`src/hw/rtl/mmpp_pkg.sv`:
```
package mmpp_pkg;

    // Field widths of the stream words.
    localparam int SAMPLE_BITS   = 16;
    localparam int MAX_LOG2      = 16;
    localparam int LEN_BITS      = 5;
    localparam int LEVEL_BITS    = 4;
    localparam int INDEX_BITS    = 14;
    localparam int TDATA_BITS    = 56;
    localparam int NUM_LEVELS    = 15;

    // Queue between the front and the back.
    localparam int FIFO_DEPTH    = 4;
    localparam int FIFO_PTR_BITS = 2;
    localparam int FIFO_CNT_BITS = 3;

    localparam logic [LEN_BITS-1:0] MIN_LOG2_LEN   = 5'd2;
    localparam logic [LEN_BITS-1:0] MAX_LOG2_LEN   = 5'd16;
    localparam logic [LEN_BITS-1:0] RESET_LOG2_LEN = 5'd16;

    typedef logic signed [SAMPLE_BITS-1:0] sample_t;

    // One min/max pair in order of first occurrence.
    typedef struct packed {
        sample_t first;
        sample_t second;
    } pair_t;

    // A level-1 pair handed from the front to the back.
    typedef struct packed {
        logic [INDEX_BITS-1:0] idx;
        pair_t                 pair;
    } fifo_item_t;

    // Queue status seen by both sides.
    typedef struct packed {
        logic full;
        logic empty;
    } fifo_stat_t;

    // Reduce four entries to their first minimum and first maximum, in order of position.
    // When both sit at the same position the maximum is placed first.
    function automatic pair_t make_pair(input sample_t g0, input sample_t g1,
                                        input sample_t g2, input sample_t g3);
        sample_t    g [4];
        logic [1:0] lo;
        logic [1:0] hi;
        pair_t      p;
        g[0] = g0;
        g[1] = g1;
        g[2] = g2;
        g[3] = g3;
        lo   = 2'd0;
        hi   = 2'd0;
        for (int i = 1; i < 4; i++)
        begin
            if (g[i] < g[lo])
            begin
                lo = 2'(i);
            end
            if (g[i] > g[hi])
            begin
                hi = 2'(i);
            end
        end
        if (lo < hi)
        begin
            p.first  = g[lo];
            p.second = g[hi];
        end
        else
        begin
            p.first  = g[hi];
            p.second = g[lo];
        end
        return p;
    endfunction

endpackage

```
`src/hw/rtl/mmpp_front.sv`:
```
module mmpp_front
    import mmpp_pkg::*;
(
    input  logic                    clk,
    input  logic                    rst_n,
    input  logic                    restart,
    input  logic [LEN_BITS-1:0]     eff_log2,
    input  logic                    s_axis_tvalid,
    output logic                    s_axis_tready,
    input  logic [SAMPLE_BITS-1:0]  s_axis_tdata,
    input  fifo_stat_t              fifo_stat,
    output logic                    push,
    output fifo_item_t              push_item
);

    logic [MAX_LOG2-1:0] pos_reg;
    logic [MAX_LOG2-1:0] pos_next;
    logic [MAX_LOG2-1:0] frame_last;
    sample_t             samp_reg [3];
    logic                accept;
    logic                group_done;

    // The last position of the frame is 2^L - 1.
    assign frame_last = MAX_LOG2'((( MAX_LOG2 + 1)'(1) << eff_log2) - (MAX_LOG2 + 1)'(1));

    // The fourth word of a group needs room in the queue.
    assign group_done    = (pos_reg[1:0] == 2'd3);
    assign s_axis_tready = !(group_done && fifo_stat.full);
    assign accept        = s_axis_tvalid && s_axis_tready;

    // Level-1 pair from the three held samples and the incoming one.
    assign push           = accept && group_done;
    assign push_item.idx  = pos_reg[MAX_LOG2-1:2];
    assign push_item.pair = make_pair(samp_reg[0], samp_reg[1], samp_reg[2],
                                      sample_t'(s_axis_tdata));

    // Frame position advances per word, wraps at the end of the frame and clears on restart.
    always_comb
    begin
        pos_next = pos_reg;
        if (restart)
        begin
            pos_next = '0;
        end
        else if (accept)
        begin
            if (pos_reg == frame_last)
            begin
                pos_next = '0;
            end
            else
            begin
                pos_next = pos_reg + MAX_LOG2'(1);
            end
        end
    end

    always_ff @(posedge clk or negedge rst_n)
    begin
        if (!rst_n)
        begin
            pos_reg <= '0;
        end
        else
        begin
            pos_reg <= pos_next;
        end
    end

    // Hold the first three samples of the group.
    always_ff @(posedge clk)
    begin
        if (accept && !group_done)
        begin
            samp_reg[pos_reg[1:0]] <= sample_t'(s_axis_tdata);
        end
    end

endmodule

```
`src/hw/rtl/mmpp_fifo.sv`:
```
module mmpp_fifo
    import mmpp_pkg::*;
(
    input  logic       clk,
    input  logic       rst_n,
    input  logic       push,
    input  fifo_item_t push_item,
    input  logic       pop,
    output fifo_item_t pop_item,
    output fifo_stat_t stat
);

    fifo_item_t               mem_reg [FIFO_DEPTH];
    logic [FIFO_PTR_BITS-1:0] wr_ptr_reg;
    logic [FIFO_PTR_BITS-1:0] rd_ptr_reg;
    logic [FIFO_CNT_BITS-1:0] count_reg;
    logic                     do_push;
    logic                     do_pop;

    assign stat.full  = (count_reg == FIFO_CNT_BITS'(FIFO_DEPTH));
    assign stat.empty = (count_reg == '0);
    assign do_push    = push && !stat.full;
    assign do_pop     = pop && !stat.empty;
    assign pop_item   = mem_reg[rd_ptr_reg];

    // Pointers and occupancy.
    always_ff @(posedge clk or negedge rst_n)
    begin
        if (!rst_n)
        begin
            wr_ptr_reg <= '0;
            rd_ptr_reg <= '0;
            count_reg  <= '0;
        end
        else
        begin
            if (do_push)
            begin
                wr_ptr_reg <= wr_ptr_reg + FIFO_PTR_BITS'(1);
            end
            if (do_pop)
            begin
                rd_ptr_reg <= rd_ptr_reg + FIFO_PTR_BITS'(1);
            end
            if (do_push && !do_pop)
            begin
                count_reg <= count_reg + FIFO_CNT_BITS'(1);
            end
            else if (do_pop && !do_push)
            begin
                count_reg <= count_reg - FIFO_CNT_BITS'(1);
            end
        end
    end

    // Entry storage.
    always_ff @(posedge clk)
    begin
        if (do_push)
        begin
            mem_reg[wr_ptr_reg] <= push_item;
        end
    end

endmodule

```
`src/hw/rtl/mmpp_back.sv`:
```
module mmpp_back
    import mmpp_pkg::*;
(
    input  logic                   clk,
    input  logic                   rst_n,
    input  logic [LEN_BITS-1:0]    eff_log2,
    input  fifo_stat_t             fifo_stat,
    input  fifo_item_t             pop_item,
    output logic                   pop,
    output logic                   m_axis_tvalid,
    input  logic                   m_axis_tready,
    output logic [TDATA_BITS-1:0]  m_axis_tdata,
    output logic                   m_axis_tlast
);

    logic                  cur_valid_reg;
    logic                  cur_valid_next;
    logic [LEVEL_BITS-1:0] cur_level_reg;
    logic [LEVEL_BITS-1:0] cur_level_next;
    logic [INDEX_BITS-1:0] cur_idx_reg;
    logic [INDEX_BITS-1:0] cur_idx_next;
    pair_t                 cur_pair_reg;
    pair_t                 cur_pair_next;
    pair_t                 store_reg [NUM_LEVELS];
    pair_t                 held_pair;
    pair_t                 up_pair;
    logic [LEVEL_BITS-1:0] top_level;
    logic [LEVEL_BITS-1:0] store_addr;
    logic                  chain_end;
    logic                  advance;
    logic                  climb;

    // The top level is L-1; a pair climbs only when it closes the group above.
    assign top_level  = LEVEL_BITS'(eff_log2 - LEN_BITS'(1));
    assign chain_end  = (cur_level_reg == top_level) || !cur_idx_reg[0];
    assign advance    = !cur_valid_reg || m_axis_tready;
    assign climb      = cur_valid_reg && !chain_end;
    assign pop        = advance && !climb && !fifo_stat.empty;

    // The earlier pair of the group one level up waits in the store.
    assign store_addr = cur_level_reg - LEVEL_BITS'(1);
    assign held_pair  = store_reg[store_addr];
    assign up_pair    = make_pair(held_pair.first, held_pair.second,
                                  cur_pair_reg.first, cur_pair_reg.second);

    // Either climb one level or take the next level-1 pair from the queue.
    always_comb
    begin
        cur_valid_next = cur_valid_reg;
        cur_level_next = cur_level_reg;
        cur_idx_next   = cur_idx_reg;
        cur_pair_next  = cur_pair_reg;
        if (advance)
        begin
            if (climb)
            begin
                cur_valid_next = 1'b1;
                cur_level_next = cur_level_reg + LEVEL_BITS'(1);
                cur_idx_next   = cur_idx_reg >> 1;
                cur_pair_next  = up_pair;
            end
            else if (!fifo_stat.empty)
            begin
                cur_valid_next = 1'b1;
                cur_level_next = LEVEL_BITS'(1);
                cur_idx_next   = pop_item.idx;
                cur_pair_next  = pop_item.pair;
            end
            else
            begin
                cur_valid_next = 1'b0;
            end
        end
    end

    always_ff @(posedge clk or negedge rst_n)
    begin
        if (!rst_n)
        begin
            cur_valid_reg <= 1'b0;
        end
        else
        begin
            cur_valid_reg <= cur_valid_next;
        end
    end

    always_ff @(posedge clk)
    begin
        cur_level_reg <= cur_level_next;
        cur_idx_reg   <= cur_idx_next;
        cur_pair_reg  <= cur_pair_next;
    end

    // A pair that opens its group is kept until its partner arrives.
    always_ff @(posedge clk)
    begin
        if (cur_valid_reg && m_axis_tready && !cur_idx_reg[0])
        begin
            store_reg[store_addr] <= cur_pair_reg;
        end
    end

    // The current pair is the output word.
    assign m_axis_tvalid = cur_valid_reg;
    assign m_axis_tlast  = chain_end;
    assign m_axis_tdata  = {6'd0, cur_pair_reg.second, cur_pair_reg.first,
                            cur_idx_reg, cur_level_reg};

endmodule

```
`src/hw/rtl/min_max_peak_pyramid.sv`:
```
// Min/max peak pyramid: one signed sample word is taken per clock cycle, and for every group of
// four samples a level-1 pair is formed and queued; the back end then emits one pair word per
// cycle while the receiver is ready, climbing one level per cycle while each pair closes the group
// above, so a sample yields up to L-1 words in a row. The level-1 pair of a group passes through
// the pair queue and then the current-pair register before it is valid on the master side. Input
// stalls only when the fourth sample of a group finds the four-entry pair queue full, which
// happens when the receiver holds off, or when a long climb of up to L-1 words outlasts the
// arrival of new pairs, one every four samples. Writing log2_frame_length (clamped to 2..16)
// restarts the frame; there is no clearing pass after reset.
module min_max_peak_pyramid
    import mmpp_pkg::*;
(
    input  logic                   clk,
    input  logic                   rst_n,
    input  logic                   cfg_we,
    input  logic [LEN_BITS-1:0]    cfg_wdata,
    input  logic                   s_axis_tvalid,
    output logic                   s_axis_tready,
    // [15:0] sample
    input  logic [SAMPLE_BITS-1:0] s_axis_tdata,
    output logic                   m_axis_tvalid,
    input  logic                   m_axis_tready,
    // [3:0] level, [17:4] pair_index, [33:18] first_value, [49:34] second_value, zero above
    output logic [TDATA_BITS-1:0]  m_axis_tdata,
    output logic                   m_axis_tlast
);

    logic [LEN_BITS-1:0] log2_len_reg;
    logic [LEN_BITS-1:0] eff_log2;
    logic                push;
    logic                pop;
    fifo_item_t          push_item;
    fifo_item_t          pop_item;
    fifo_stat_t          fifo_stat;

    // Frame length register.
    always_ff @(posedge clk or negedge rst_n)
    begin
        if (!rst_n)
        begin
            log2_len_reg <= RESET_LOG2_LEN;
        end
        else if (cfg_we)
        begin
            log2_len_reg <= cfg_wdata;
        end
    end

    // Clamp to the supported range.
    always_comb
    begin
        if (log2_len_reg < MIN_LOG2_LEN)
        begin
            eff_log2 = MIN_LOG2_LEN;
        end
        else if (log2_len_reg > MAX_LOG2_LEN)
        begin
            eff_log2 = MAX_LOG2_LEN;
        end
        else
        begin
            eff_log2 = log2_len_reg;
        end
    end

    mmpp_front u_front (
        .clk           (clk),
        .rst_n         (rst_n),
        .restart       (cfg_we),
        .eff_log2      (eff_log2),
        .s_axis_tvalid (s_axis_tvalid),
        .s_axis_tready (s_axis_tready),
        .s_axis_tdata  (s_axis_tdata),
        .fifo_stat     (fifo_stat),
        .push          (push),
        .push_item     (push_item)
    );

    mmpp_fifo u_fifo (
        .clk       (clk),
        .rst_n     (rst_n),
        .push      (push),
        .push_item (push_item),
        .pop       (pop),
        .pop_item  (pop_item),
        .stat      (fifo_stat)
    );

    mmpp_back u_back (
        .clk           (clk),
        .rst_n         (rst_n),
        .eff_log2      (eff_log2),
        .fifo_stat     (fifo_stat),
        .pop_item      (pop_item),
        .pop           (pop),
        .m_axis_tvalid (m_axis_tvalid),
        .m_axis_tready (m_axis_tready),
        .m_axis_tdata  (m_axis_tdata),
        .m_axis_tlast  (m_axis_tlast)
    );

endmodule

```
`config.mk`:
```
export PLATFORM = sky130hd
export DESIGN_NAME = min_max_peak_pyramid
export DESIGN_NICKNAME = d
export VERILOG_FILES = /design/src/hw/rtl/mmpp_pkg.sv /design/src/hw/rtl/mmpp_front.sv /design/src/hw/rtl/mmpp_fifo.sv /design/src/hw/rtl/mmpp_back.sv /design/src/hw/rtl/min_max_peak_pyramid.sv
export SDC_FILE = /design/constraint.sdc
export NUM_CORES = 1
export LEC_CHECK = 0
export BUFFER_PORTS_ARGS = -buffer_cell sky130_fd_sc_hd__buf_2
export CORE_MARGIN = 4
export CORE_UTILIZATION = 25
export DETAILED_ROUTE_END_ITERATION = 16
export SLEW_MARGIN = 10
export SYNTH_ARGS = -nofsm -noshare
export SYNTH_HDL_FRONTEND = slang
export SYNTH_HIERARCHICAL = 1
export SYNTH_SLANG_ARGS = --single-unit
```
`constraint.sdc`:
```
create_clock -name clk -period 16.7 [get_ports clk]
set_clock_uncertainty 0.05 [all_clocks]
set_input_delay 0.835 -clock clk [delete_from_list [all_inputs] [get_ports clk]]
set_output_delay 0.835 -clock clk [all_outputs]
set_load 0.01 [all_outputs]
```
==> reports/results.tsv <==
stage	metric	value	unit
sta	hold_violations	0	
critical_path	path_common_cell	ha_1	
synth	synth_edf_count	762	
sta	slew_violations	0	
layout	final_nets	2866	
synth	ys_seq_elements	791	
die	die_h	398.2	um
drt	drcViolationCount	0	
worst_hold_path	hold_path.class	in2async	
placed_design	io_buffers	78	
critical_path	slowest_stage	nor3_2	
layout	drive_gt1_share	19.25	%
sta	tightestPinTransition	1.248	ns
synth	synthCells	2555	
die	core	150500	um2
global_route	grt_pass1_vias	22670	
layout	largest_reg_flops	480	
sta	slew_headroom	16.32	%
die	die_x	398.2	um
layout	final_util	29.05	%
drt	ant_nets	0	
placed_design	gp_congestion	0.8559	
global_route	antenna_found_initial	4	
critical_path	slowest_delay	0.94	ns
drt	drt-total-wl	97110	um
global_route	grtUsageTotal	12.11	%
layout	areaGrowthSynthToFinish	14.86	%
cts	numCtsBuffers	84	
die	initial_utilization	25.29	%
synth	ys.flop_type	edfxtp_1	
cts	cts_htree_levels	3	
placed_design	placed_cells	4596	
cts	hold_buffers	0	
drt	vias	22470	
synth	syn-mean-instance-area	14.89	um2
drt	drt_iter0_drc	1937	
synth	synth_top_cell_by_area	edfxtp_1	
sta	finalSetupViolCount	0	
global_route	grt_overflow	0	
cts	post_cts_buffers	0	
sta	setup_tns	0	ns
layout	stdcell_count	4749	
synth	ys_seq_area_share	62.04	%
cts	clk_pin_slew	0.06	ns
critical_path	path_delay_family	simple AND/OR/NAND/NOR gates	
sta	fin_crit	13.17	ns
synth	yosysWarningCount	6	
critical_path	end_kind	flip-flop	
cts	clockRootBuffer	clkbuf_16	
critical_path	cp.required	17.02	ns
synth	netlist_top_cells_area	edfxtp_1 (60%), mux4_2 (7.5%), ha_1 (5.7%), mux2i_1 (4.8%), dfrtp_1 (1.8%)	
run	maxCapViolations	0	
drt	via_per_inst	4.732	
global_route	grt_max_degree	129	
drt	drt_first_pass_iters	5	
placed_design	dp_hpwl	62410	um
die	rows	142	
critical_path	critPathLaunchType	flip-flop	
sta	timing.final.crit_share	78.87	%
cts	clkLatencyLatePin	0.69	ns
drt	wl_per_cell	20.45	um
synth	netlist_top_cells_count	edfxtp_1 (762), mux2i_1 (183), ha_1 (173), nand2_1 (167), nor2_1 (139)	
synth	synth_top_cell_area_share	60.13	%
cts	post_cts_resized	0	
sta	rsz0062_at_grt	false	
die	io_pins	85	
run_status	status	finished, final reports clean	
critical_path	crit_path_max_fanout	128	
synth	post-synth-top-count-cell	edfxtp_1	
cts	cts.path.max_buffers	3	
synth	synth_area	38050	um2
critical_path	arrival	13.49	ns
global_route	grt_first_pass_wirelength	146100	um
cts	cts_tree	done	
synth	synth_cell_types	106	
critical_path	critical_path_class	reg2reg	
cts	clock-sinks	791	
critical_path	crit_buf_inv	3	
die	die-area	158500	um2
synth	async_reset_ff_share	3.666	%
sta	fmax	0.07593	GHz
## layer usage
metal | routed length, um | vias up | global-route usage, % | share of wire (%)
li1 | - | 10220 | - | -
met4 | 2105 | 2 | 3.044 | 2.2
met2 | 44710 | 604 | 19.23 | 46
met1 | 43960 | 11510 | 16.67 | 45
met5 | 7 | - | 0 | 0.0072
met3 | 6322 | 130 | 2.866 | 6.5
## final cells by class
cell class | count | area, um2
diodes | 1 | 2.502
fillers | 15040 | 106800
well taps | 2016 | 2522
flip-flops and latches | 791 | 23610
multi-input cells | 1516 | 13510
clock inverters | 48 | 436.7
clock buffers | 104 | 2208
repair buffers | 154 | 973.4
inverters | 119 | 446.7
## layout by cell type (no fill, tap or decap), types with 25 or more instances in the layout
master / n
nor2_1: 123
a22oi_1: 33
o21ai_0: 100
clkbuf_16: 85
nand3_1: 25
dfrtp_1: 26
mux2_2: 50
nand2_1: 167
buf_2: 78
ha_1: 172
edfxtp_1: 762
mux4_2: 127
a221oi_1: 30
mux2i_1: 183
a21oi_1: 107
buf_4: 75
inv_1: 119
## stage by stage
stage / setup slack [ns] / hold WS [ns] / area [um2]
after CTS: 3.545 / 0.1247 / 43710
after detailed placement: 3.560 / 0.4306 / 41060
after global routing: 2.572 / 0.1881 / 43710
after floorplan: 4.714 / 0.3953 / 38070
after global placement: 3.943 / 0.4203 / 41060
final: 3.529 / 0.1495 / 43710
## worst register-to-register path, delay by kind of cell, from the launching register on
family | cells | cell delay, ns
muxes | 2 | 0.92
and+or+nand+nor | 16 | 4.65
DFF | 1 | 0.31
buffers and inverters | 3 | 1.36
AOI/OAI and AO/OA | 13 | 3.86
adders and majority gates | 5 | 1.74
## final timing paths
| path | startpoint | to | slack (ns) | depth (start not counted) |
|---|---|---|---|---|
| max | u_back/cur_level_reg[0] | u_back/m_axis_tdata[44] | 3.53 | 39 |
| min | rst_n | u_fifo/wr_ptr_reg[1] | 0.15 | 1 |
| max reg2reg | u_back/cur_level_reg[0] | u_back/m_axis_tdata[44] | 3.53 | 39 |
| min reg2reg | u_fifo/count_reg[2] | u_fifo/count_reg[2] | 0.43 | 1 |
| max in group asynchronous | rst_n | u_fifo/rd_ptr_reg[0] | 15.93 | 1 |
| min in group clk | cfg_wdata[2] | log2_len_reg[2] | 0.34 | 2 |
## kinds of logic (layout without fill, tap and decap cells)
group                      Yosys count  after routing  synth area share [%]
adders and majority gates          174            174                 5.741
buffers and inverters              253            425                 3.117
other                                1              7              0.009854
and+or+nand+nor                    493            493                 6.267
DFF                                791            791                 62.04
xor gates and xnor gates            29             29                0.6674
muxes                              368            368                 14.11
AOI/OAI and AO/OA                  446            446                 8.046
Power is not shown: default switching activity piles up to over one toggle a cycle in this logic, so the estimate is an artifact.
